`src/rtl/spms_pkg.sv`:
```
package spms_pkg;

  localparam int unsigned SLOTS_DEF  = 256;
  localparam int unsigned STACKS_DEF = 3;

  localparam int unsigned DATA_W   = 32;
  localparam int unsigned MODE_W   = 2;
  localparam int unsigned SEL_W    = 2;
  localparam int unsigned STATUS_W = 2;

  // operation codes
  localparam logic [MODE_W-1:0] MODE_PUSH = 2'd0;
  localparam logic [MODE_W-1:0] MODE_POP  = 2'd1;
  localparam logic [MODE_W-1:0] MODE_TOP  = 2'd2;

  // result codes
  localparam logic [STATUS_W-1:0] STAT_DONE  = 2'd0;
  localparam logic [STATUS_W-1:0] STAT_EMPTY = 2'd1;
  localparam logic [STATUS_W-1:0] STAT_FULL  = 2'd2;

  typedef enum logic [2:0] {
    S_CLEAR,
    S_IDLE,
    S_LOOK,
    S_SCAN,
    S_RESP
  } state_e;

  // per-port RAM strobes
  typedef struct packed {
    logic re;
    logic we;
  } ram_ctl_t;

endpackage

```
`src/rtl/spms_ram.sv`:
```
module spms_ram #(
  parameter int unsigned WIDTH = 8,
  parameter int unsigned DEPTH = 256
) (
  input  logic                     clk_i,
  input  spms_pkg::ram_ctl_t       ctl_i,
  input  logic [$clog2(DEPTH)-1:0] addr_i,
  input  logic [WIDTH-1:0]         wdata_i,
  output logic [WIDTH-1:0]         rdata_o
);

  logic [WIDTH-1:0] mem_q [DEPTH];
  logic [WIDTH-1:0] rdata_q;

  always_ff @(posedge clk_i) begin
    if (ctl_i.we) begin
      mem_q[addr_i] <= wdata_i;
    end else if (ctl_i.re) begin
      rdata_q <= mem_q[addr_i];
    end
  end

  assign rdata_o = rdata_q;

endmodule

```
`config.mk`:
```
export PLATFORM = sky130hd
export DESIGN_NAME = spms_ram
export DESIGN_NICKNAME = d
export VERILOG_FILES = /design/src/rtl/spms_pkg.sv /design/src/rtl/spms_ram.sv
export SDC_FILE = /design/constraint.sdc
export NUM_CORES = 2
export LEC_CHECK = 0
export ABC_AREA = 0
export BUFFER_PORTS_ARGS = -buffer_cell sky130_fd_sc_hd__buf_2
export CAP_MARGIN = 25
export CELL_PAD_IN_SITES_DETAIL_PLACEMENT = 1
export CELL_PAD_IN_SITES_GLOBAL_PLACEMENT = 1
export CORE_MARGIN = 5
export CORE_UTILIZATION = 56
export CTS_CLUSTER_SIZE = 14
export DETAILED_ROUTE_END_ITERATION = 10
export GPL_ROUTABILITY_DRIVEN = 0
export PLACE_DENSITY = 0.87
export SETUP_SLACK_MARGIN = 0.15
export SLEW_MARGIN = 20
export SYNTH_ARGS = -nofsm -noshare
export SYNTH_HDL_FRONTEND = slang
export SYNTH_SLANG_ARGS = --single-unit
export TNS_END_PERCENT = 30
```
`constraint.sdc`:
```
create_clock -name clk_i -period 3.5 [get_ports clk_i]
set_input_delay 0.525 -clock clk_i [delete_from_list [all_inputs] [get_ports clk_i]]
set_output_delay 0.525 -clock clk_i [all_outputs]
set_load 0.01 [all_outputs]
```
# --- Word level (Yosys, flattened, before mapping) ---
# Memories as Yosys holds them, arrays and structs flattened. A register that Yosys moved wholly into a read port is not among the register bits.
# Cells that the tools add are included.
totals:
  regBits: 0
  latchBits: 0
  ramBits: 2048
  romBits: 0
  in_bits: 19
  output_inout_bits: 8
  wordCells: 5
  n_memories: 1
mem_list:
  columns: ["memory", "depth", "word_bits", "rd", "rd_clocked_by_memory_dff", "write_ports", "line", "source"]
  rows:
  - ["mem_q", 256, 8, 1, 1, 1, "spms_ram.sv:12", "logic [WIDTH-1:0] mem_q [DEPTH];"]
classes:
  addsub: 0
  n_mul: 0
  div: 0
  magnitude_cmp: 0
  n_eq_ne: 0
  n_shift: 0
  muxes: 2
  bitwise: 1
  reduce_logical: 1
ops:
  columns: ["op", "n"]
  rows:
  - ["$mux W1", 2]
  - ["$reduce_and A2 Y1", 1]
  - ["$not A1 Y1", 1]

# --- Longest topological paths before layout ---
logic_depth:
  depth_word: 2
  ltp_mapped: 9
  mapped_depth_nobuf: 5

# --- Worst setup path after synthesis ---
# No wires, ideal clock.
synth_timing:
  path_kind: "input to register"
  start: "input port addr_i[3]"
  end: "memory mem_q[105][0] (enable)"
  setup_time_ns: 0.370
  arrival_time_ns: 2.340
  t_required_ns: 3.130
  setup_slack_ns: 0.790
  cell_stages: 8
  path_buffers: 5
  path_cell_list: "clkbuf_1 -> nor2b_1 -> buf_2 -> clkbuf_1 -> clkbuf_1 -> nand3_1 -> clkbuf_1 -> nor2_1"
synth_lines:
  columns: ["element", "line", "source"]
  rows:
  - ["from (decl)", "spms_ram.sv:7", "input logic [$clog2(DEPTH)-1:0] addr_i,"]
  - ["to (decl)", "spms_ram.sv:12", null]
# No word-level cell before the write port.

==> results.sh <==
export IMPL_period_share_pct=91.65
export IMPL_criticalPathCategory="in2reg"
export IMPL_track_usage_pct=33.37
export IMPL_synthesis_area_mm2=0.07856
export IMPL_place_hpwl_mm=135.5
export IMPL_yosysTopAreaCell="edfxtp_1"
export IMPL_final_nets=4036
export IMPL_worst_setup_path_start_kind="primary input"
export IMPL_io_buffers=26
export IMPL_wl_mm=242.7
export IMPL_antenna_found_initial=12
export IMPL_crit_buf_inv=3
export IMPL_synth_nets=3566
export IMPL_postLayoutCoreUtil_pct=64.85
export IMPL_finalWorstSetupSlack_ns=0.2921
export IMPL_cpPeakStageDelay_ns=0.86
export IMPL_seq_area_frac_synth_pct=78.59
export IMPL_grt_pass1_wl_mm=347.3
export IMPL_run_status="finished, final reports clean"
export IMPL_grt_max_degree=129
export IMPL_overflow=0
export IMPL_cp_data_required_time_ns=4.03
export IMPL_fp_dieH_um=384.6
export IMPL_slew_headroom_pct=26.63
export IMPL_worst_slew_pin_slew_ns=1.098
export IMPL_syn_to_final_growth_pct=15.17
export IMPL_io_pins=27
export IMPL_cts_max_level=4
export IMPL_postCtsSetupBuffers=0
export IMPL_post_place_ws_ns=-0.3165
export IMPL_cts_resized=0
export IMPL_ys_types=20
export IMPL_row_count=137
export IMPL_fin_skew_ns=0.03854
export IMPL_ys_ff_latch=2056
export IMPL_synth_top_area_share_pct=78.59
export IMPL_final_antenna_net_count=0
export IMPL_dpl_cell_area_mm2=0.08426
export IMPL_avgSynthCellArea_um2=22.15
export IMPL_fin_tns_setup_ns=0
export IMPL_drtIter0Drc=7364
export IMPL_drive_gt1_share_pct=30.76
export IMPL_yosysMostFrequentCell="edfxtp_1"
export IMPL_seqCellArea_mm2=0.06174
export IMPL_crit_arrival_ns=3.74
export IMPL_hold_violations=0
export IMPL_fin_cells=6062
export IMPL_core_area_mm2=0.1395
export IMPL_clkTransAtPathRegs_ns=0.07
export IMPL_synth_edf_count=2056
export IMPL_postSynthCellCount=3547
export IMPL_finalInstanceArea_mm2=0.09048
export IMPL_synth_commonest_cells="edfxtp_1 (2056), mux4_2 (512), a22oi_1 (256), nor2_1 (229), clkbuf_1 (138)"
export IMPL_multi_input_area_mm2=0.01577
export IMPL_setup_viol=0
export IMPL_n_fill_cell=11140
export IMPL_post_place_cells=5693
export IMPL_finalMaxSlewViolations=0
export IMPL_cpMaxStageDelayCell="o41ai_1"
export IMPL_yosysWarnings=0
export IMPL_end_kind="flip-flop"
export IMPL_synth_area_leaders="edfxtp_1 (79%), mux4_2 (15%), a22oi_1 (2.4%), nor2_1 (1.1%), a21oi_1 (0.82%)"
export IMPL_path_cells="buf_8, buf_12, buf_4, mux4_2, a22oi_1, a21oi_1, o41ai_1, nand4_1"
export IMPL_wl_per_cell_um=40.03
export IMPL_fmax_mhz=311.7
export IMPL_p_total_mw=50.92
export IMPL_die_w_um=384.6
export IMPL_drc=0
export IMPL_via_per_inst=7.127
export IMPL_dieArea_mm2=0.1479
export IMPL_async_flop_share_pct=0
export IMPL_cts_buffer_depth=3
export IMPL_grt_pass1_vias=45000
export IMPL_rrSetupSlack_ns=0.57
export IMPL_clockRootBuffer="clkbuf_16"
export IMPL_insertion_delay_ns=0.85
export IMPL_hold_path_class="in2reg"
export IMPL_cts_hold_buf=0
export IMPL_cap_violations=0
export IMPL_leakage_nw=28.45
export IMPL_hold_ws_ns=0.1923
export IMPL_path_delay_family="compound AO/OA/AOI/OAI gates"
export IMPL_ir_drop_v=0.0006191
export IMPL_synth_flop_cell="edfxtp_1"
export IMPL_period_minus_slack_ns=3.208
export IMPL_drt_first_pass_iters=6
export IMPL_rsz0062_at_grt="false"
export IMPL_initial_utilization_pct=56.30
export IMPL_clock_sinks=2056
export IMPL_vias=43200
export IMPL_cts_tree="built"
export IMPL_cts_buffers=198
export IMPL_power_density_mw_per_mm2=562.8
export IMPL_cp_max_fo=34
==> state kept, by name, summed over array words and instances, names as in the netlist <==
name     flops
mem_q     2048
rdata_o      8
==> path summary, 6_finish.rpt <==
path / from / end / depth (start not counted)
hold reg to reg: mem_q[248][4] / rdata_o[4] / 5
setup reg to reg: mem_q[60][5] / rdata_o[5] / 6
setup / recovery: addr_i[0] / rdata_o[4] / 8
hold / removal: wdata_i[1] / mem_q[18][1] / 1
==> worst register-to-register path, delay by kind of cell, from the launching register on <==
| kind | cells | cell delay, ns |
|---|---|---|
| AOI/OAI and AO/OA | 3 | 1.33 |
| muxes | 1 | 0.51 |
| DFF | 1 | 0.43 |
| buffers and inverters | 1 | 0.28 |
| and+or+nand+nor | 1 | 0.12 |
==> kinds of logic (layout without fill, tap and decap cells) <==
kind of cell    after synthesis  count (layout)  share of synthesized area (%)
mux                         512             512                          14.68
simple gates                330             330                          1.734
compound gates              416             416                          3.619
buf+inv                     233             867                          1.381
flops                      2056            2056                          78.59
other cells                   0               5                              0
==> layout make-up <==
class	count	share of cell area [%]
antenna	5	0.01383
clock buffer	246	5.699
clock inverter	118	1.159
inverter	1	0.004149
multi-input combinational	1258	17.43
sequential	2056	68.23
tap	1876	2.594
timing repair buffer	502	4.870
==> report_power, final <==
group	total [mW]	switching [mW]	internal [mW]
combinational	2.58	1.69	0.891
clock	21.2	9.65	11.5
sequential	27.2	0.0324	27.1
==> placed cells by master, fill, tap and decap left out, drive strengths merged <==
cell type | Yosys | routed
edfxtp | 2056 | 2056
mux4 | 512 | 512
buf | 94 | 494
a22oi | 256 | 256
clkbuf | 138 | 254
nor2 | 229 | 229
a21oi | 128 | 128
clkinv | 0 | 93
nor3 | 33 | 33
o41ai | 32 | 32
nand2 | 29 | 29
bufinv | 0 | 14
nand3 | 12 | 12
inv | 1 | 9
nand4 | 8 | 8
nor2b | 8 | 8
nand2b | 6 | 6
diode | 0 | 5
clkinvlp | 0 | 3
and2 | 3 | 3
or2 | 2 | 2
==> routing by layer <==
metal,GRT usage [%],wire length (um),vias up
met5,0,89,-
met4,16.16,14440,14
met3,8.558,29630,858
met2,54.18,119500,3957
met1,42.59,79030,22340
li1,-,-,16030
No activity file was read; power rests on OpenSTA's default activity.
