[src/rtl/spms_pkg.sv]
package spms_pkg;

  localparam int unsigned SLOTS_DEF  = 256;
  localparam int unsigned STACKS_DEF = 3;

  localparam int unsigned DATA_W   = 32;
  localparam int unsigned MODE_W   = 2;
  localparam int unsigned SEL_W    = 2;
  localparam int unsigned STATUS_W = 2;

  // operation codes
  localparam logic [MODE_W-1:0] MODE_PUSH = 2'd0;
  localparam logic [MODE_W-1:0] MODE_POP  = 2'd1;
  localparam logic [MODE_W-1:0] MODE_TOP  = 2'd2;

  // result codes
  localparam logic [STATUS_W-1:0] STAT_DONE  = 2'd0;
  localparam logic [STATUS_W-1:0] STAT_EMPTY = 2'd1;
  localparam logic [STATUS_W-1:0] STAT_FULL  = 2'd2;

  typedef enum logic [2:0] {
    S_CLEAR,
    S_IDLE,
    S_LOOK,
    S_SCAN,
    S_RESP
  } state_e;

  // per-port RAM strobes
  typedef struct packed {
    logic re;
    logic we;
  } ram_ctl_t;

endpackage

[src/rtl/spms_if.sv]
interface spms_in_if;
  logic                              valid;
  logic                              ready;
  logic [spms_pkg::MODE_W-1:0]       mode;
  logic [spms_pkg::SEL_W-1:0]        stack_sel;
  logic signed [spms_pkg::DATA_W-1:0] data_in;

  modport source (output valid, mode, stack_sel, data_in, input ready);
  modport sink   (input valid, mode, stack_sel, data_in, output ready);
endinterface

interface spms_out_if;
  logic                               valid;
  logic                               ready;
  logic [spms_pkg::STATUS_W-1:0]      status;
  logic signed [spms_pkg::DATA_W-1:0] data_out;

  modport source (output valid, status, data_out, input ready);
  modport sink   (input valid, status, data_out, output ready);
endinterface

[src/rtl/spms_ctrl.sv]
module spms_ctrl #(
  parameter int unsigned SLOTS  = spms_pkg::SLOTS_DEF,
  parameter int unsigned STACKS = spms_pkg::STACKS_DEF,
  localparam int unsigned AW    = $clog2(SLOTS),
  localparam int unsigned PW    = $clog2(SLOTS + 1),
  localparam int unsigned SDW   = spms_pkg::DATA_W + PW
) (
  input  logic               clk_i,
  input  logic               rst_ni,
  spms_in_if.sink            in_i,
  spms_out_if.source         out_o,
  // used-mark RAM
  output spms_pkg::ram_ctl_t used_ctl_o,
  output logic [AW-1:0]      used_addr_o,
  output logic               used_wdata_o,
  input  logic               used_rdata_i,
  // data + link RAM
  output spms_pkg::ram_ctl_t slot_ctl_o,
  output logic [AW-1:0]      slot_addr_o,
  output logic [SDW-1:0]     slot_wdata_o,
  input  logic [SDW-1:0]     slot_rdata_i
);

  localparam int unsigned SW = (STACKS > 1) ? $clog2(STACKS) : 1;
  localparam logic [PW-1:0] NIL = PW'(SLOTS);
  localparam logic [PW-1:0] LAST = PW'(SLOTS - 1);

  spms_pkg::state_e state_q, state_d;

  logic [PW-1:0] top_q [STACKS];
  logic [PW-1:0] scan_q;
  logic [PW-1:0] clr_q;
  logic          out_valid_q;

  logic [spms_pkg::MODE_W-1:0]       mode_q;
  logic [SW-1:0]                     sel_q;
  logic signed [spms_pkg::DATA_W-1:0] din_q;
  logic [PW-1:0]                     cur_q;
  logic [PW-1:0]                     ptr_q;
  logic [spms_pkg::STATUS_W-1:0]     res_status_q;
  logic [spms_pkg::DATA_W-1:0]       res_data_q;
  logic [spms_pkg::STATUS_W-1:0]     out_status_q;
  logic [spms_pkg::DATA_W-1:0]       out_data_q;

  logic          accept;
  logic          sel_ok;
  logic [SW-1:0] sel_idx;
  logic [PW-1:0] top_in;
  logic          top_empty;
  logic          scan_full;
  logic          push_go;
  logic          look_go;
  logic [PW-1:0] ptr_next;
  logic          out_free;
  logic [PW-1:0] link;
  logic [spms_pkg::STATUS_W-1:0] acc_status;

  assign sel_ok    = 32'(in_i.stack_sel) < 32'(STACKS);
  assign sel_idx   = SW'(in_i.stack_sel);
  assign top_in    = sel_ok ? top_q[sel_idx] : NIL;
  assign top_empty = (top_in == NIL);
  assign scan_full = (scan_q == NIL);
  assign accept    = in_i.valid && in_i.ready;
  assign push_go   = (in_i.mode == spms_pkg::MODE_PUSH) && sel_ok && !scan_full;
  assign look_go   = ((in_i.mode == spms_pkg::MODE_POP) || (in_i.mode == spms_pkg::MODE_TOP))
                     && !top_empty;
  assign ptr_next  = ptr_q + PW'(1);
  assign out_free  = !out_valid_q || out_o.ready;
  assign link      = slot_rdata_i[PW-1:0];

  assign in_i.ready     = (state_q == spms_pkg::S_IDLE);
  assign out_o.valid    = out_valid_q;
  assign out_o.status   = out_status_q;
  assign out_o.data_out = out_data_q;

  always_comb begin
    unique case (in_i.mode)
      spms_pkg::MODE_PUSH: acc_status = push_go ? spms_pkg::STAT_DONE : spms_pkg::STAT_FULL;
      spms_pkg::MODE_POP,
      spms_pkg::MODE_TOP:  acc_status = top_empty ? spms_pkg::STAT_EMPTY : spms_pkg::STAT_DONE;
      default:             acc_status = spms_pkg::STAT_DONE;
    endcase
  end

  // next state
  always_comb begin
    state_d = state_q;
    unique case (state_q)
      spms_pkg::S_CLEAR: begin
        if (clr_q == LAST) state_d = spms_pkg::S_IDLE;
      end
      spms_pkg::S_IDLE: begin
        if (accept) begin
          if (push_go) state_d = spms_pkg::S_SCAN;
          else if (look_go) state_d = spms_pkg::S_LOOK;
          else state_d = spms_pkg::S_RESP;
        end
      end
      spms_pkg::S_LOOK: state_d = spms_pkg::S_RESP;
      spms_pkg::S_SCAN: begin
        if (!used_rdata_i || ptr_next == NIL) state_d = spms_pkg::S_RESP;
      end
      spms_pkg::S_RESP: begin
        if (out_free) state_d = spms_pkg::S_IDLE;
      end
      default: state_d = spms_pkg::S_IDLE;
    endcase
  end

  // RAM strobes
  always_comb begin
    used_ctl_o   = '0;
    used_addr_o  = ptr_q[AW-1:0];
    used_wdata_o = 1'b0;
    slot_ctl_o   = '0;
    slot_addr_o  = ptr_q[AW-1:0];
    slot_wdata_o = {din_q, top_q[sel_q]};
    unique case (state_q)
      spms_pkg::S_CLEAR: begin
        used_ctl_o.we = 1'b1;
        used_addr_o   = clr_q[AW-1:0];
      end
      spms_pkg::S_IDLE: begin
        if (accept && push_go) begin
          used_ctl_o.re = 1'b1;
          used_addr_o   = scan_q[AW-1:0];
        end
        if (accept && look_go) begin
          slot_ctl_o.re = 1'b1;
          slot_addr_o   = top_in[AW-1:0];
        end
      end
      spms_pkg::S_LOOK: begin
        if (mode_q == spms_pkg::MODE_POP) begin
          used_ctl_o.we = 1'b1;
          used_addr_o   = cur_q[AW-1:0];
        end
      end
      spms_pkg::S_SCAN: begin
        if (!used_rdata_i) begin
          // free slot found: claim it and store data + link
          used_ctl_o.we = 1'b1;
          used_wdata_o  = 1'b1;
          slot_ctl_o.we = 1'b1;
        end else if (ptr_next != NIL) begin
          used_ctl_o.re = 1'b1;
          used_addr_o   = ptr_next[AW-1:0];
        end
      end
      spms_pkg::S_RESP: ;
      default: ;
    endcase
  end

  // control state
  always_ff @(posedge clk_i or negedge rst_ni) begin
    if (!rst_ni) begin
      state_q     <= spms_pkg::S_CLEAR;
      scan_q      <= '0;
      clr_q       <= '0;
      out_valid_q <= 1'b0;
      for (int i = 0; i < int'(STACKS); i++) top_q[i] <= NIL;
    end else begin
      state_q <= state_d;
      if (state_q == spms_pkg::S_CLEAR) clr_q <= clr_q + PW'(1);
      if (state_q == spms_pkg::S_LOOK && mode_q == spms_pkg::MODE_POP) begin
        top_q[sel_q] <= (link < NIL) ? link : NIL;
        if (cur_q < scan_q) scan_q <= cur_q;
      end
      if (state_q == spms_pkg::S_SCAN) begin
        if (!used_rdata_i) begin
          top_q[sel_q] <= ptr_q;
          scan_q       <= ptr_q;
        end else if (ptr_next == NIL) begin
          scan_q <= NIL;
        end
      end
      if (state_q == spms_pkg::S_RESP && out_free) out_valid_q <= 1'b1;
      else if (out_o.ready) out_valid_q <= 1'b0;
    end
  end

  // transaction payload
  always_ff @(posedge clk_i) begin
    if (state_q == spms_pkg::S_IDLE && accept) begin
      mode_q       <= in_i.mode;
      sel_q        <= sel_idx;
      din_q        <= in_i.data_in;
      cur_q        <= top_in;
      ptr_q        <= scan_q;
      res_status_q <= acc_status;
      res_data_q   <= '0;
    end
    if (state_q == spms_pkg::S_LOOK && mode_q == spms_pkg::MODE_TOP) begin
      res_data_q <= slot_rdata_i[SDW-1:PW];
    end
    if (state_q == spms_pkg::S_SCAN && used_rdata_i) begin
      ptr_q <= ptr_next;
      if (ptr_next == NIL) res_status_q <= spms_pkg::STAT_FULL;
    end
    if (state_q == spms_pkg::S_RESP && out_free) begin
      out_status_q <= res_status_q;
      out_data_q   <= res_data_q;
    end
  end

endmodule

[src/flat_wrapper.sv]
// flat-port wrapper written by rule: the top's interface ports become plain ports
module spms_ctrl_flat 
#(
  parameter int unsigned SLOTS  = spms_pkg::SLOTS_DEF,
  parameter int unsigned STACKS = spms_pkg::STACKS_DEF,
  localparam int unsigned AW    = $clog2(SLOTS),
  localparam int unsigned PW    = $clog2(SLOTS + 1),
  localparam int unsigned SDW   = spms_pkg::DATA_W + PW
)
  (clk_i, rst_ni, used_ctl_o, used_addr_o, used_wdata_o, used_rdata_i, slot_ctl_o, slot_addr_o, slot_wdata_o, slot_rdata_i, in_i_valid, in_i_mode, in_i_stack_sel, in_i_data_in, in_i_ready, out_o_valid, out_o_status, out_o_data_out, out_o_ready);
  spms_in_if in_i_i ();
  spms_out_if out_o_i ();
  input  logic clk_i;
  input  logic rst_ni;
  output spms_pkg::ram_ctl_t used_ctl_o;
  output logic [AW-1:0] used_addr_o;
  output logic used_wdata_o;
  input  logic used_rdata_i;
  output spms_pkg::ram_ctl_t slot_ctl_o;
  output logic [AW-1:0] slot_addr_o;
  output logic [SDW-1:0] slot_wdata_o;
  input  logic [SDW-1:0] slot_rdata_i;
  input wire logic [$bits(in_i_i.valid)-1:0] in_i_valid;
  input wire logic [$bits(in_i_i.mode)-1:0] in_i_mode;
  input wire logic [$bits(in_i_i.stack_sel)-1:0] in_i_stack_sel;
  input wire logic [$bits(in_i_i.data_in)-1:0] in_i_data_in;
  output wire logic [$bits(in_i_i.ready)-1:0] in_i_ready;
  output wire logic [$bits(out_o_i.valid)-1:0] out_o_valid;
  output wire logic [$bits(out_o_i.status)-1:0] out_o_status;
  output wire logic [$bits(out_o_i.data_out)-1:0] out_o_data_out;
  input wire logic [$bits(out_o_i.ready)-1:0] out_o_ready;
  assign in_i_i.valid = in_i_valid;
  assign in_i_i.mode = in_i_mode;
  assign in_i_i.stack_sel = in_i_stack_sel;
  assign in_i_i.data_in = in_i_data_in;
  assign in_i_ready = in_i_i.ready;
  assign out_o_valid = out_o_i.valid;
  assign out_o_status = out_o_i.status;
  assign out_o_data_out = out_o_i.data_out;
  assign out_o_i.ready = out_o_ready;
  spms_ctrl #(.SLOTS(SLOTS), .STACKS(STACKS)) u_core (.clk_i(clk_i), .rst_ni(rst_ni), .in_i(in_i_i), .out_o(out_o_i), .used_ctl_o(used_ctl_o), .used_addr_o(used_addr_o), .used_wdata_o(used_wdata_o), .used_rdata_i(used_rdata_i), .slot_ctl_o(slot_ctl_o), .slot_addr_o(slot_addr_o), .slot_wdata_o(slot_wdata_o), .slot_rdata_i(slot_rdata_i));
endmodule
[config.mk]
export PLATFORM = sky130hd
export DESIGN_NAME = spms_ctrl_flat
export DESIGN_NICKNAME = d
export VERILOG_FILES = /design/src/rtl/spms_pkg.sv /design/src/rtl/spms_if.sv /design/src/rtl/spms_ctrl.sv /design/src/flat_wrapper.sv
export SDC_FILE = /design/constraint.sdc
export NUM_CORES = 1
export LEC_CHECK = 0
export ABC_AREA = 1
export ABC_CLOCK_PERIOD_IN_PS = 8200
export BUFFER_PORTS_ARGS = -buffer_cell sky130_fd_sc_hd__buf_4
export CAP_MARGIN = 15
export CORE_MARGIN = 2
export CORE_UTILIZATION = 55
export CTS_CLUSTER_SIZE = 25
export DETAILED_ROUTE_END_ITERATION = 6
export PLACE_DENSITY = 0.91
export SLEW_MARGIN = 20
export SYNTH_ARGS = -nofsm -noshare
export SYNTH_HDL_FRONTEND = slang
export SYNTH_SLANG_ARGS = --single-unit
[constraint.sdc]
create_clock -name clk_i -period 8.2 [get_ports clk_i]
set_input_delay 2.05 -clock clk_i [delete_from_list [all_inputs] [get_ports clk_i]]
set_output_delay 2.05 -clock clk_i [all_outputs]
set_load 0.005 [all_outputs]
# Yosys cells after proc, flatten, opt, wreduce, memory -nomap -nowiden
# Cells that the tools add are included.
dict set report op_classes {
  addsub 2
  magnitude_cmp 6
  n_eq_ne 17
  muxes 56
  n_bitwise 2
  reduce_logical 26
}
# operator n
set ops {}
lappend ops {{9-bit 2-to-1 mux} 14}
lappend ops {{27-bit 2-to-1 mux} 3}
lappend ops {{32-bit 2-to-1 mux} 2}
lappend ops {{27-bit bitwise mux} 2}
lappend ops {{8-bit 2-to-1 mux} 6}
lappend ops {{9-bit binary-select mux with 2-bit select} 2}
lappend ops {{8-bit one-hot mux with 4 select lines} 1}
lappend ops {{9-bit equality test (second input constant)} 3}
lappend ops {{9-bit by 1-bit adder with 9-bit output (second input constant)} 2}
lappend ops {{9-bit demux with 2-bit select} 1}
lappend ops {{3-bit 2-to-1 mux} 6}
lappend ops {{3-bit one-hot mux with 5 select lines} 1}
lappend ops {{1-bit logical AND} 12}
lappend ops {{1-bit 2-to-1 mux} 11}
lappend ops {{9-bit by 8-bit equality test with 1-bit output (second input constant)} 1}
lappend ops {{9-bit less-than comparator} 1}
lappend ops {{9-bit less-than comparator (second input constant)} 1}
lappend ops {{9-bit != test (second input constant)} 1}
lappend ops {{2-bit 2-to-1 mux} 4}
lappend ops {{3-bit by 2-bit equality test with 1-bit output (second input constant)} 2}
lappend ops {{3-bit >= comparator (second input constant)} 2}
lappend ops {{2-bit by 1-bit != test with 1-bit output (second input constant)} 3}
lappend ops {{2-bit inverter with 3-bit output} 2}
lappend ops {{2-bit nonzero test} 3}
lappend ops {{other kinds (16)} 23}
dict set report totals {
  regBits 171
  input_bits 82
  output_inout_bits 98
  elab_cells 125
}

# Logic depth before layout (Yosys ltp)
# Gate-level depths: netlist of run 1.
dict set report logic_depth {
  depth_word 12
  ltp_mapped 16
  depth_no_buf 16
}

# Worst setup path before layout of run 1
# No wires, ideal clock.
dict set report synth_timing {
  kind {input port to output port}
  startpoint {input in_i_valid}
  endpoint {output slot_addr_o[6]}
  arrival_time_ps 3697
  t_required_ps 6150
  slack_ps 2453
  stages 7
  path_buffers 1
  path_cell_list {inv_1 > nor2_4 > inv_1 > nor2_4 > buf_6 > nand2_1 > o21ai_2}
}
dict set report synth_between {
  elab_chain_cells 4
}
# item line_no
set synth_lines {}
lappend synth_lines {{from (decl)} flat_wrapper.sv:23} ;# input wire logic [$bits(in_i_i.valid)-1:0] in_i_valid;
lappend synth_lines {{1-bit logical AND} spms_ctrl.sv:63} ;# assign accept = in_i.valid && in_i.ready;
lappend synth_lines {{1-bit logical AND} spms_ctrl.sv:128} ;# if (accept && look_go) begin
lappend synth_lines {{8-bit 2-to-1 mux} spms_ctrl.sv:128}
lappend synth_lines {{8-bit 2-to-1 mux} spms_ctrl.sv:118} ;# unique case (state_q)
lappend synth_lines {{to (decl)} flat_wrapper.sv:20} ;# output logic [AW-1:0] slot_addr_o;
# No other way between the ends.

# Worst setup path after layout of run 1
dict set report layout_timing {
  startpoint {input in_i_valid}
  endpoint {output slot_addr_o[4]}
}
# The elaborated chain is that of the path after synthesis.

==> results of run 1 <==
[power by group]
part           total [mW]  internal (mW)  switching [mW]
clock network       0.870          0.518           0.352
registers            1.38           1.21           0.170
logic                1.23          0.480           0.745
total                3.47           2.21            1.27
[registers in the layout (all words and copies together), names as in the netlist]
name,flops
u_core.state_q,3
u_core.sel_q,2
u_core.out_o.status,2
u_core.scan_q,9
u_core.res_data_q,32
u_core.res_status_q,2
u_core.out_o.valid,1
u_core.ptr_q,9
u_core.cur_q,9
u_core.top_q,27
u_core.din_q,32
u_core.mode_q,2
u_core.clr_q,9
u_core.out_o.data_out,32
[routing by layer]
| layer | vias up | wire (microns) | GRT usage |
|---|---|---|---|
| li1 | 3340 | - | - |
| met1 | 3296 | 8510 | 0.361 |
| met2 | 453 | 10400 | 0.440 |
| met3 | 85 | 2270 | 0.0588 |
| met4 | 2 | 761 | 0.129 |
| met5 | - | 13 | 0 |
[logic make-up (layout without fill, tap and decap cells)]
family	count (synthesis)	count (layout)	synth area share
AO/OA/AOI/OAI	146	146	0.104
XOR/XNOR	6	6	0.00621
adder cells (fa/ha/maj)	13	13	0.0192
buffers and inverters	147	335	0.0753
flip-flops	171	171	0.576
AND/OR/NAND/NOR	417	417	0.219
[synthesized netlist by cell type, types with 5 or more instances]
cell type	count	area, sq um
nand2_1	257	965
buf_2	7	35.0
clkinv_1	5	18.8
o21ai_1	22	110
nand3_1	41	205
nor2_4	8	90.1
o21ai_2	8	70.1
buf_4	5	37.5
o21ai_0	46	230
buf_6	7	78.8
nand4_1	12	75.1
o211ai_1	31	233
inv_2	8	30.0
nor3_1	6	30.0
edfxtp_1	120	3600
clkbuf_1	6	22.5
xor2_1	6	52.6
nand2_2	7	43.8
nor2_1	70	263
inv_1	106	398
a21oi_1	24	120
dfrtp_1	46	1150
o22ai_1	5	31.3
ha_1	13	163
[final timing paths]
| kind | start | slack [ps] | cells after the start | endpoint |
|---|---|---|---|---|
| worst max-delay path | in_i_valid | 2200 | 9 | slot_addr_o[4] |
| worst max register to register | u_core.state_q[2] | 5500 | 10 | u_core.top_q[22] |
| min in group asynchronous | rst_ni | 1640 | 1 | u_core.clr_q[8] |
| worst min-delay path | u_core.res_data_q[3] | 420 | 0 | u_core.out_o.data_out[3] |
| worst min register to register | u_core.res_data_q[3] | 420 | 0 | u_core.out_o.data_out[3] |
| max in group asynchronous | rst_ni | 6080 | 1 | u_core.top_q[6] |
[area by class of cell]
class	count	area [sq um]	share of cell area
timing repair buffer	182	1370	0.130
sequential	171	4870	0.463
multi-input combinational	582	2950	0.281
inverter	121	458	0.0435
tap	188	235	0.0224
clock inverter	14	209	0.0199
clock buffer	18	429	0.0408
[stage by stage]
| stage | hold slack [ps] | instances | utilization |
|---|---|---|---|
| floorplan | 400 | 900 | - |
| global placement | 400 | 1244 | 0.655 |
| detailed placement | 405 | 1244 | 0.655 |
| CTS | 419 | 1276 | 0.697 |
| global route | 426 | 1276 | 0.697 |
| finish | 417 | 1276 | 0.697 |
[worst reg2reg max path: cells and delay by family, from the launching register on]
family	cells	cell delay, ps
buffers and inverters	3	780
DFF	1	510
AOI/OAI and AO/OA	2	230
and+or+nand+nor	5	1050
==> impl_metrics.yaml, run 1 <==
yosys:
  ys_warn_count: 0
  synth_edf_count: 120
  yosysSeqAreaShare: 0.576
  avgSynthCellArea_sq_um: 9.40
  postSynthCellCount: 900
  ys_ff_latch: 171
  async_flop_share: 0.287
  ys_types: 46
  synthFlopType: "edfxtp_1"
  syn_area_sq_um: 8460
  synth_nets: 995
critical_path:
  crit_family: "buffers and inverters"
  cpMaxStageDelayCell: "buf_4"
  cp_common_cell: "buf_4"
  worstPathArrival_ps: 3950
  path_cells: "buf_4, inv_1, nor2_4, buf_4, inv_1, nor2_4, nand2_1, o21ai_2, buf_4"
  endpoint_kind: "primary output"
  critical-path-max-stage-delay_ps: 530
  path_max_fanout: 51
  required_ps: 6150
  crit_buf_inv: 5
  startpoint_type: "input port"
  critical_path_class: "in2out"
floorplanning:
  core-area_sq_um: 15100
  chipWidth_microns: 128
  rows: 45
  dieArea_sq_um: 16400
  initial_core_util: 0.561
  die_h_microns: 128
  ioPinCount: 180
placed_design:
  placed_area_sq_um: 9880
  hpwl_microns: 15900
  gp_congestion: 0.979
  port_buffers: 179
  preCtsSetupSlack_ps: 2260
detailed_routing:
  drt-vias-per-instance: 5.62
  vias: 7176
  dr.pass1.iters: 7
  postRouteAntennaNets: 0
  drc_errors: 0
  wl_per_cell_microns: 17.2
  dr.first_iter.drc_count: 902
  wl_microns: 22000
finish:
  design_area_sq_um: 10500
  final_cell_mix: "256 x nand2_1, 182 x buf_4, 120 x edfxtp_1"
  final_net_count: 1170
  n_antenna_cell: 0
  num-fill-cells: 1089
  final_common_cell: "nand2_1"
  drive_gt1_frac: 0.245
  areaGrowthSynthToFinish_pct: 24.4
outcome:
  outcome: "finished clean"
timing:
  rsz0062_at_grt: "false"
  worstMarginPinSlew_ps: 832
  skew_ps: 15.4
  setup_viol: 0
  worst_slack_ps: 2200
  finalCriticalPeriod_ps: 6000
  slew_headroom: 0.443
  maxSlewViolCount: 0
  finalHoldViolCount: 0
  period_share: 0.732
  clock.fmax_mhz: 167
  fin_tns_setup_ps: 0
clock_network:
  cts_buffers: 17
  hold_buffers: 0
  postCtsSetupBuffers: 0
  htreeDepth: 4
  clk_latency_ps: 440
  cts_root_buf: "clkbuf_16"
  cts_resized: 0
  tritoncts: "yes"
  clk_pin_slew_ps: 60
  clockBufferDepth: 2
  cts.sinks: 171
power_and_ir_drop:
  p_leak_nw: 4.81
  power.density_nw_per_um2: 330
  vdd_drop_max_mv: 0.170
  finalPower_mw: 3.47
global_route:
  grtUsageTotal: 0.275
  grt_pass1_wl_microns: 34600
  antenna_found_initial: 1
  grt.overflow.total: 0
  grt_max_degree: 52
  grt_pass1_vias: 6732
run:
  maxCapViolCount: 0
min_path:
  hold_class: "reg2reg"
Power figures use the tool's default switching activity.
==> run 2, diff against run 1 <==
--- a/config.mk
+++ b/config.mk
@@ -6,14 +6,14 @@
 export NUM_CORES = 1
 export LEC_CHECK = 0
 export ABC_AREA = 1
-export ABC_CLOCK_PERIOD_IN_PS = 8200
+export ABC_CLOCK_PERIOD_IN_PS = 5200
 export BUFFER_PORTS_ARGS = -buffer_cell sky130_fd_sc_hd__buf_4
 export CAP_MARGIN = 15
 export CORE_MARGIN = 2
-export CORE_UTILIZATION = 55
+export CORE_UTILIZATION = 50
 export CTS_CLUSTER_SIZE = 25
 export DETAILED_ROUTE_END_ITERATION = 6
-export PLACE_DENSITY = 0.91
+export PLACE_DENSITY = 0.88
 export SLEW_MARGIN = 20
 export SYNTH_ARGS = -nofsm -noshare
 export SYNTH_HDL_FRONTEND = slang
==> constraint.sdc (replaced) <==
create_clock -name clk_i -period 5.2 [get_ports clk_i]
set_input_delay 1.3 -clock clk_i [delete_from_list [all_inputs] [get_ports clk_i]]
set_output_delay 1.3 -clock clk_i [all_outputs]
set_load 0.005 [all_outputs]
==> run 2 against run 1 <==
Die area increased by 9.7%. Non-clock buffer count decreased by 1. Setup slack got worse by 1500 ps. Clock power increased by 38%. Combinational power increased by 55%. Critical path type unchanged. Global-route usage decreased by 2.6 points.
==> impl_metrics.yaml, run 2 (synthesized netlist as in run 1, its figures left out) <==
critical_path:
  cpMaxStageDelayCell: "clkinv_1"
  path_cells: "buf_4, clkinv_1, nand2_1, nand3_1, o21ai_0, nand2_1, nor2_1, nand3_1, nand2_2, nor2_4, nand2_1, o21ai_2, buf_4"
  startpoint_type: "input port"
  critical_path_class: "in2out"
  endpoint_kind: "primary output"
  path_max_fanout: 21
  cp_common_cell: "nand2_1"
  cp-startpoint: "in_i_stack_sel[0]"
  worstPathArrival_ps: 3200
  required_ps: 3900
  rr_startpoint: "u_core.state_q[2]"
  critical-path-max-stage-delay_ps: 310
  r2r_cells: 10
  rr_endpoint: "u_core.top_q[4]"
  reg2reg_setup_slack_ps: 2550
detailed_routing:
  wl_microns: 21800
  dr.pass1.iters: 5
  vias: 7059
  dr.first_iter.drc_count: 741
  drt-vias-per-instance: 5.41
  drc_errors: 0
  wl_per_cell_microns: 16.7
  postRouteAntennaNets: 0
clock_network:
  hold_buffers: 0
  clockBufferDepth: 2
  clk_pin_slew_ps: 60
  cts_resized: 0
  cts.sinks: 171
  htreeDepth: 4
  postCtsSetupBuffers: 0
  tritoncts: "yes"
  cts_root_buf: "clkbuf_16"
  clk_latency_ps: 430
  cts_buffers: 17
placed_design:
  preCtsSetupSlack_ps: 776
  port_buffers: 179
  dp.cells: 1275
  hpwl_microns: 15800
  gp_congestion: 0.969
finish:
  final_net_count: 1169
  final_common_cell: "nand2_1"
  n_antenna_cell: 0
  final_cells: 1306
  post-route-util: 0.631
  final_cell_mix: "256 x nand2_1, 181 x buf_4, 120 x edfxtp_1"
  drive_gt1_frac: 0.243
  areaGrowthSynthToFinish_pct: 23.8
min_path:
  min_from: "u_core.res_data_q[12]"
  holdPathStages: 0
  hold_class: "reg2reg"
  holdPathEnd: "u_core.out_o.data_out[12]"
global_route:
  grt_pass1_wl_microns: 34500
  antenna_found_initial: 0
  grt.overflow.total: 0
  grt_pass1_vias: 6667
  grt_max_degree: 50
  grtUsageTotal: 0.249
timing:
  finalCriticalPeriod_ps: 4500
  setup_viol: 0
  worst_slack_ps: 697
  fin_tns_setup_ps: 0
  whs_ps: 417
  slew_headroom: 0.398
  maxSlewViolCount: 0
  period_share: 0.866
  clock.fmax_mhz: 222
  skew_ps: 7.39
  rsz0062_at_grt: "false"
  worstMarginPinSlew_ps: 901
  finalHoldViolCount: 0
run:
  maxCapViolCount: 0
power_and_ir_drop:
  p_leak_nw: 4.77
  vdd_drop_max_mv: 0.287
  power.density_nw_per_um2: 505
floorplanning:
  core-area_sq_um: 16600
  chipWidth_microns: 134
  dieArea_sq_um: 18000
  die_h_microns: 134
  ioPinCount: 180
  initial_core_util: 0.510
  rows: 47
outcome:
  outcome: "finished clean"
==> run 2: layout make-up <==
cell class | instances | area, sq um
fillers | 1336 | 6110
flip-flops and latches | 171 | 4870
multi-input cells | 582 | 2960
repair buffers | 181 | 1360
inverters | 121 | 458
clock buffers | 17 | 425
well taps | 220 | 275
clock inverters | 14 | 123
==> run 2: worst max-delay path: cells and delay by family <==
family	cells	cell delay, ps
AO/OA/AOI/OAI	2	230
buffers and inverters	3	680
AND/OR/NAND/NOR	8	970
==> run 2: metrics by stage <==
| step | instance area (sq um) | total power, mW |
|---|---|---|
| after floorplan | 8460 | 3.32 |
| final | 10500 | 5.28 |
| after detailed placement | 9920 | 4.07 |
| after CTS | 10500 | 5.29 |
| after global routing | 10500 | 5.61 |
| after global placement | 9920 | 4.01 |
==> run 2: per-layer routing <==
layer	track usage	wire length, microns
met1	0.328	8900
met2	0.400	10300
met3	0.0499	1820
met4	0.114	748
met5	0	0
==> run 2: worst max path at each step <==
stage	end	slack, ps	depth (start not counted)
2_1_floorplan	slot_addr_o[6]	950	7
3_3_place_gp	slot_addr_o[4]	850	12
3_5_place_dp	slot_addr_o[2]	780	12
4_1_cts	slot_addr_o[2]	750	12
5_1_grt	slot_addr_o[4]	520	13
6_report	slot_addr_o[2]	700	13
==> run 2: power breakdown <==
part | leakage (nW) | switching, mW | internal (mW)
Combinational | 2.74 | 1.16 | 0.753
Sequential | 1.76 | 0.266 | 1.91
Clock | 0.267 | 0.539 | 0.658
==> run 3, diff against run 2 <==
--- a/config.mk
+++ b/config.mk
@@ -6,14 +6,14 @@
 export NUM_CORES = 1
 export LEC_CHECK = 0
 export ABC_AREA = 1
-export ABC_CLOCK_PERIOD_IN_PS = 5200
+export ABC_CLOCK_PERIOD_IN_PS = 5560
 export BUFFER_PORTS_ARGS = -buffer_cell sky130_fd_sc_hd__buf_4
 export CAP_MARGIN = 15
 export CORE_MARGIN = 2
-export CORE_UTILIZATION = 50
+export CORE_UTILIZATION = 55
 export CTS_CLUSTER_SIZE = 25
 export DETAILED_ROUTE_END_ITERATION = 6
-export PLACE_DENSITY = 0.88
+export PLACE_DENSITY = 0.91
 export SLEW_MARGIN = 20
 export SYNTH_ARGS = -nofsm -noshare
 export SYNTH_HDL_FRONTEND = slang
==> constraint.sdc (replaced) <==
create_clock -name clk_i -period 5.56 [get_ports clk_i]
set_input_delay 1.39 -clock clk_i [delete_from_list [all_inputs] [get_ports clk_i]]
set_output_delay 1.39 -clock clk_i [all_outputs]
set_load 0.005 [all_outputs]
==> run 3 against run 2 <==
Non-clock buffer count is 1 higher. Sequential share of layout area is 0.23 points lower. Hold slack worse by 1.6 ps.
==> impl_metrics.yaml, run 3 (synthesized netlist as in run 1, its figures left out) <==
placed_design:
  preCtsSetupSlack_ps: 929
  gp_congestion: 1.01
  port_buffers: 179
  dp.cells: 1244
  placed_area_sq_um: 9880
  hpwl_microns: 16000
timing:
  worst_slack_ps: 827
  slew_headroom: 0.317
  setup_viol: 0
  clock.fmax_mhz: 211
  rsz0062_at_grt: "false"
  skew_ps: 7.94
  worstMarginPinSlew_ps: 1020
  fin_tns_setup_ps: 0
  maxSlewViolCount: 0
  period_share: 0.851
  finalCriticalPeriod_ps: 4730
  whs_ps: 416
  finalHoldViolCount: 0
critical_path:
  path_max_fanout: 21
  critical_path_class: "in2out"
  rr_endpoint: "u_core.res_data_q[16]"
  reg2reg_setup_slack_ps: 2810
  r2r_cells: 6
  startpoint_type: "input port"
  required_ps: 4170
  worstPathArrival_ps: 3340
  cpMaxStageDelayCell: "nor2_4"
  rr_startpoint: "u_core.state_q[2]"
  path_cells: "buf_4, clkinv_1, nand2_1, nand3_1, o31ai_1, inv_1, nand3_1, nand2_2, nor2_4, nand2_1, o21ai_2, buf_4"
  critical-path-max-stage-delay_ps: 390
  endpoint_kind: "primary output"
min_path:
  holdPathEnd: "u_core.out_o.data_out[14]"
  holdPathStages: 0
  hold_class: "reg2reg"
  min_from: "u_core.res_data_q[14]"
detailed_routing:
  dr.first_iter.drc_count: 695
  dr.pass1.iters: 6
  vias: 7245
  drt-vias-per-instance: 5.68
  drc_errors: 0
  postRouteAntennaNets: 0
  wl_microns: 22500
  wl_per_cell_microns: 17.6
clock_network:
  htreeDepth: 4
  tritoncts: "yes"
  cts_resized: 0
  clk_pin_slew_ps: 60
  clockBufferDepth: 2
  cts_root_buf: "clkbuf_16"
  clk_latency_ps: 430
  hold_buffers: 0
  cts.sinks: 171
  cts_buffers: 17
  postCtsSetupBuffers: 0
finish:
  num-fill-cells: 1100
  final_cell_mix: "257 x nand2_1, 182 x buf_4, 120 x edfxtp_1"
  n_antenna_cell: 0
  design_area_sq_um: 10500
  drive_gt1_frac: 0.244
  post-route-util: 0.697
  final_common_cell: "nand2_1"
  areaGrowthSynthToFinish_pct: 24.4
  final_net_count: 1170
  final_cells: 1276
floorplanning:
  initial_core_util: 0.561
  chipWidth_microns: 128
  ioPinCount: 180
  dieArea_sq_um: 16400
  rows: 45
  die_h_microns: 128
  core-area_sq_um: 15100
power_and_ir_drop:
  power.density_nw_per_um2: 487
  finalPower_mw: 5.12
  p_leak_nw: 4.81
  vdd_drop_max_mv: 0.302
outcome:
  outcome: "finished clean"
global_route:
  grt_pass1_vias: 6757
  grt.overflow.total: 0
  grt_pass1_wl_microns: 34700
  grt_max_degree: 50
  grtUsageTotal: 0.276
  antenna_found_initial: 0
run:
  maxCapViolCount: 0
## run 3: cell types whose count changed in the layout (fill, tap and decap cells not counted), sizes merged
| cell | delta |
|---|---|
| clkinv | -4 |
| inv | +1 |
| buf | +1 |
| bufinv | +3 |
| clkbuf | +1 |
## run 3: layout make-up
| class | instances | area, sq um | area share |
|---|---|---|---|
| Clock buffer | 18 | 429 | 0.0408 |
| Clock inverter | 14 | 211 | 0.0201 |
| Inverter | 121 | 458 | 0.0435 |
| Multi-Input combinational cell | 582 | 2950 | 0.280 |
| Sequential cell | 171 | 4870 | 0.463 |
| Tap cell | 188 | 235 | 0.0224 |
| Timing Repair Buffer | 182 | 1370 | 0.130 |
## run 3: worst max path at each step
stage                 startpoint             end  slack [ps]
6_report       in_i_stack_sel[0]  slot_addr_o[5]         830
5_1_grt        in_i_stack_sel[0]  slot_addr_o[5]         640
4_1_cts        in_i_stack_sel[0]  slot_addr_o[5]         880
3_5_place_dp   in_i_stack_sel[0]  slot_addr_o[5]         930
3_3_place_gp        in_i_mode[0]  used_addr_o[6]        1000
2_1_floorplan         in_i_valid  slot_addr_o[6]        1130
## run 3: layer usage
layer | share of wire | up-vias | track usage
li1 | - | 3348 | -
met1 | 0.38 | 3336 | 0.360
met2 | 0.47 | 495 | 0.448
met3 | 0.11 | 66 | 0.0622
met4 | 0.030 | 0 | 0.118
met5 | 0 | - | 0
## run 3: power breakdown
part           total [mW]  internal [mW]  switching, mW
Sequential           2.04           1.79          0.255
Combinational        1.80          0.707           1.09
Clock                1.28          0.765          0.516
## run 3: critical path, delay by kind of cell
kind                   cells  cell delay, ps
and+or+nand+nor            6            1000
AOI/OAI and AO/OA          2             190
buffers and inverters      4             750
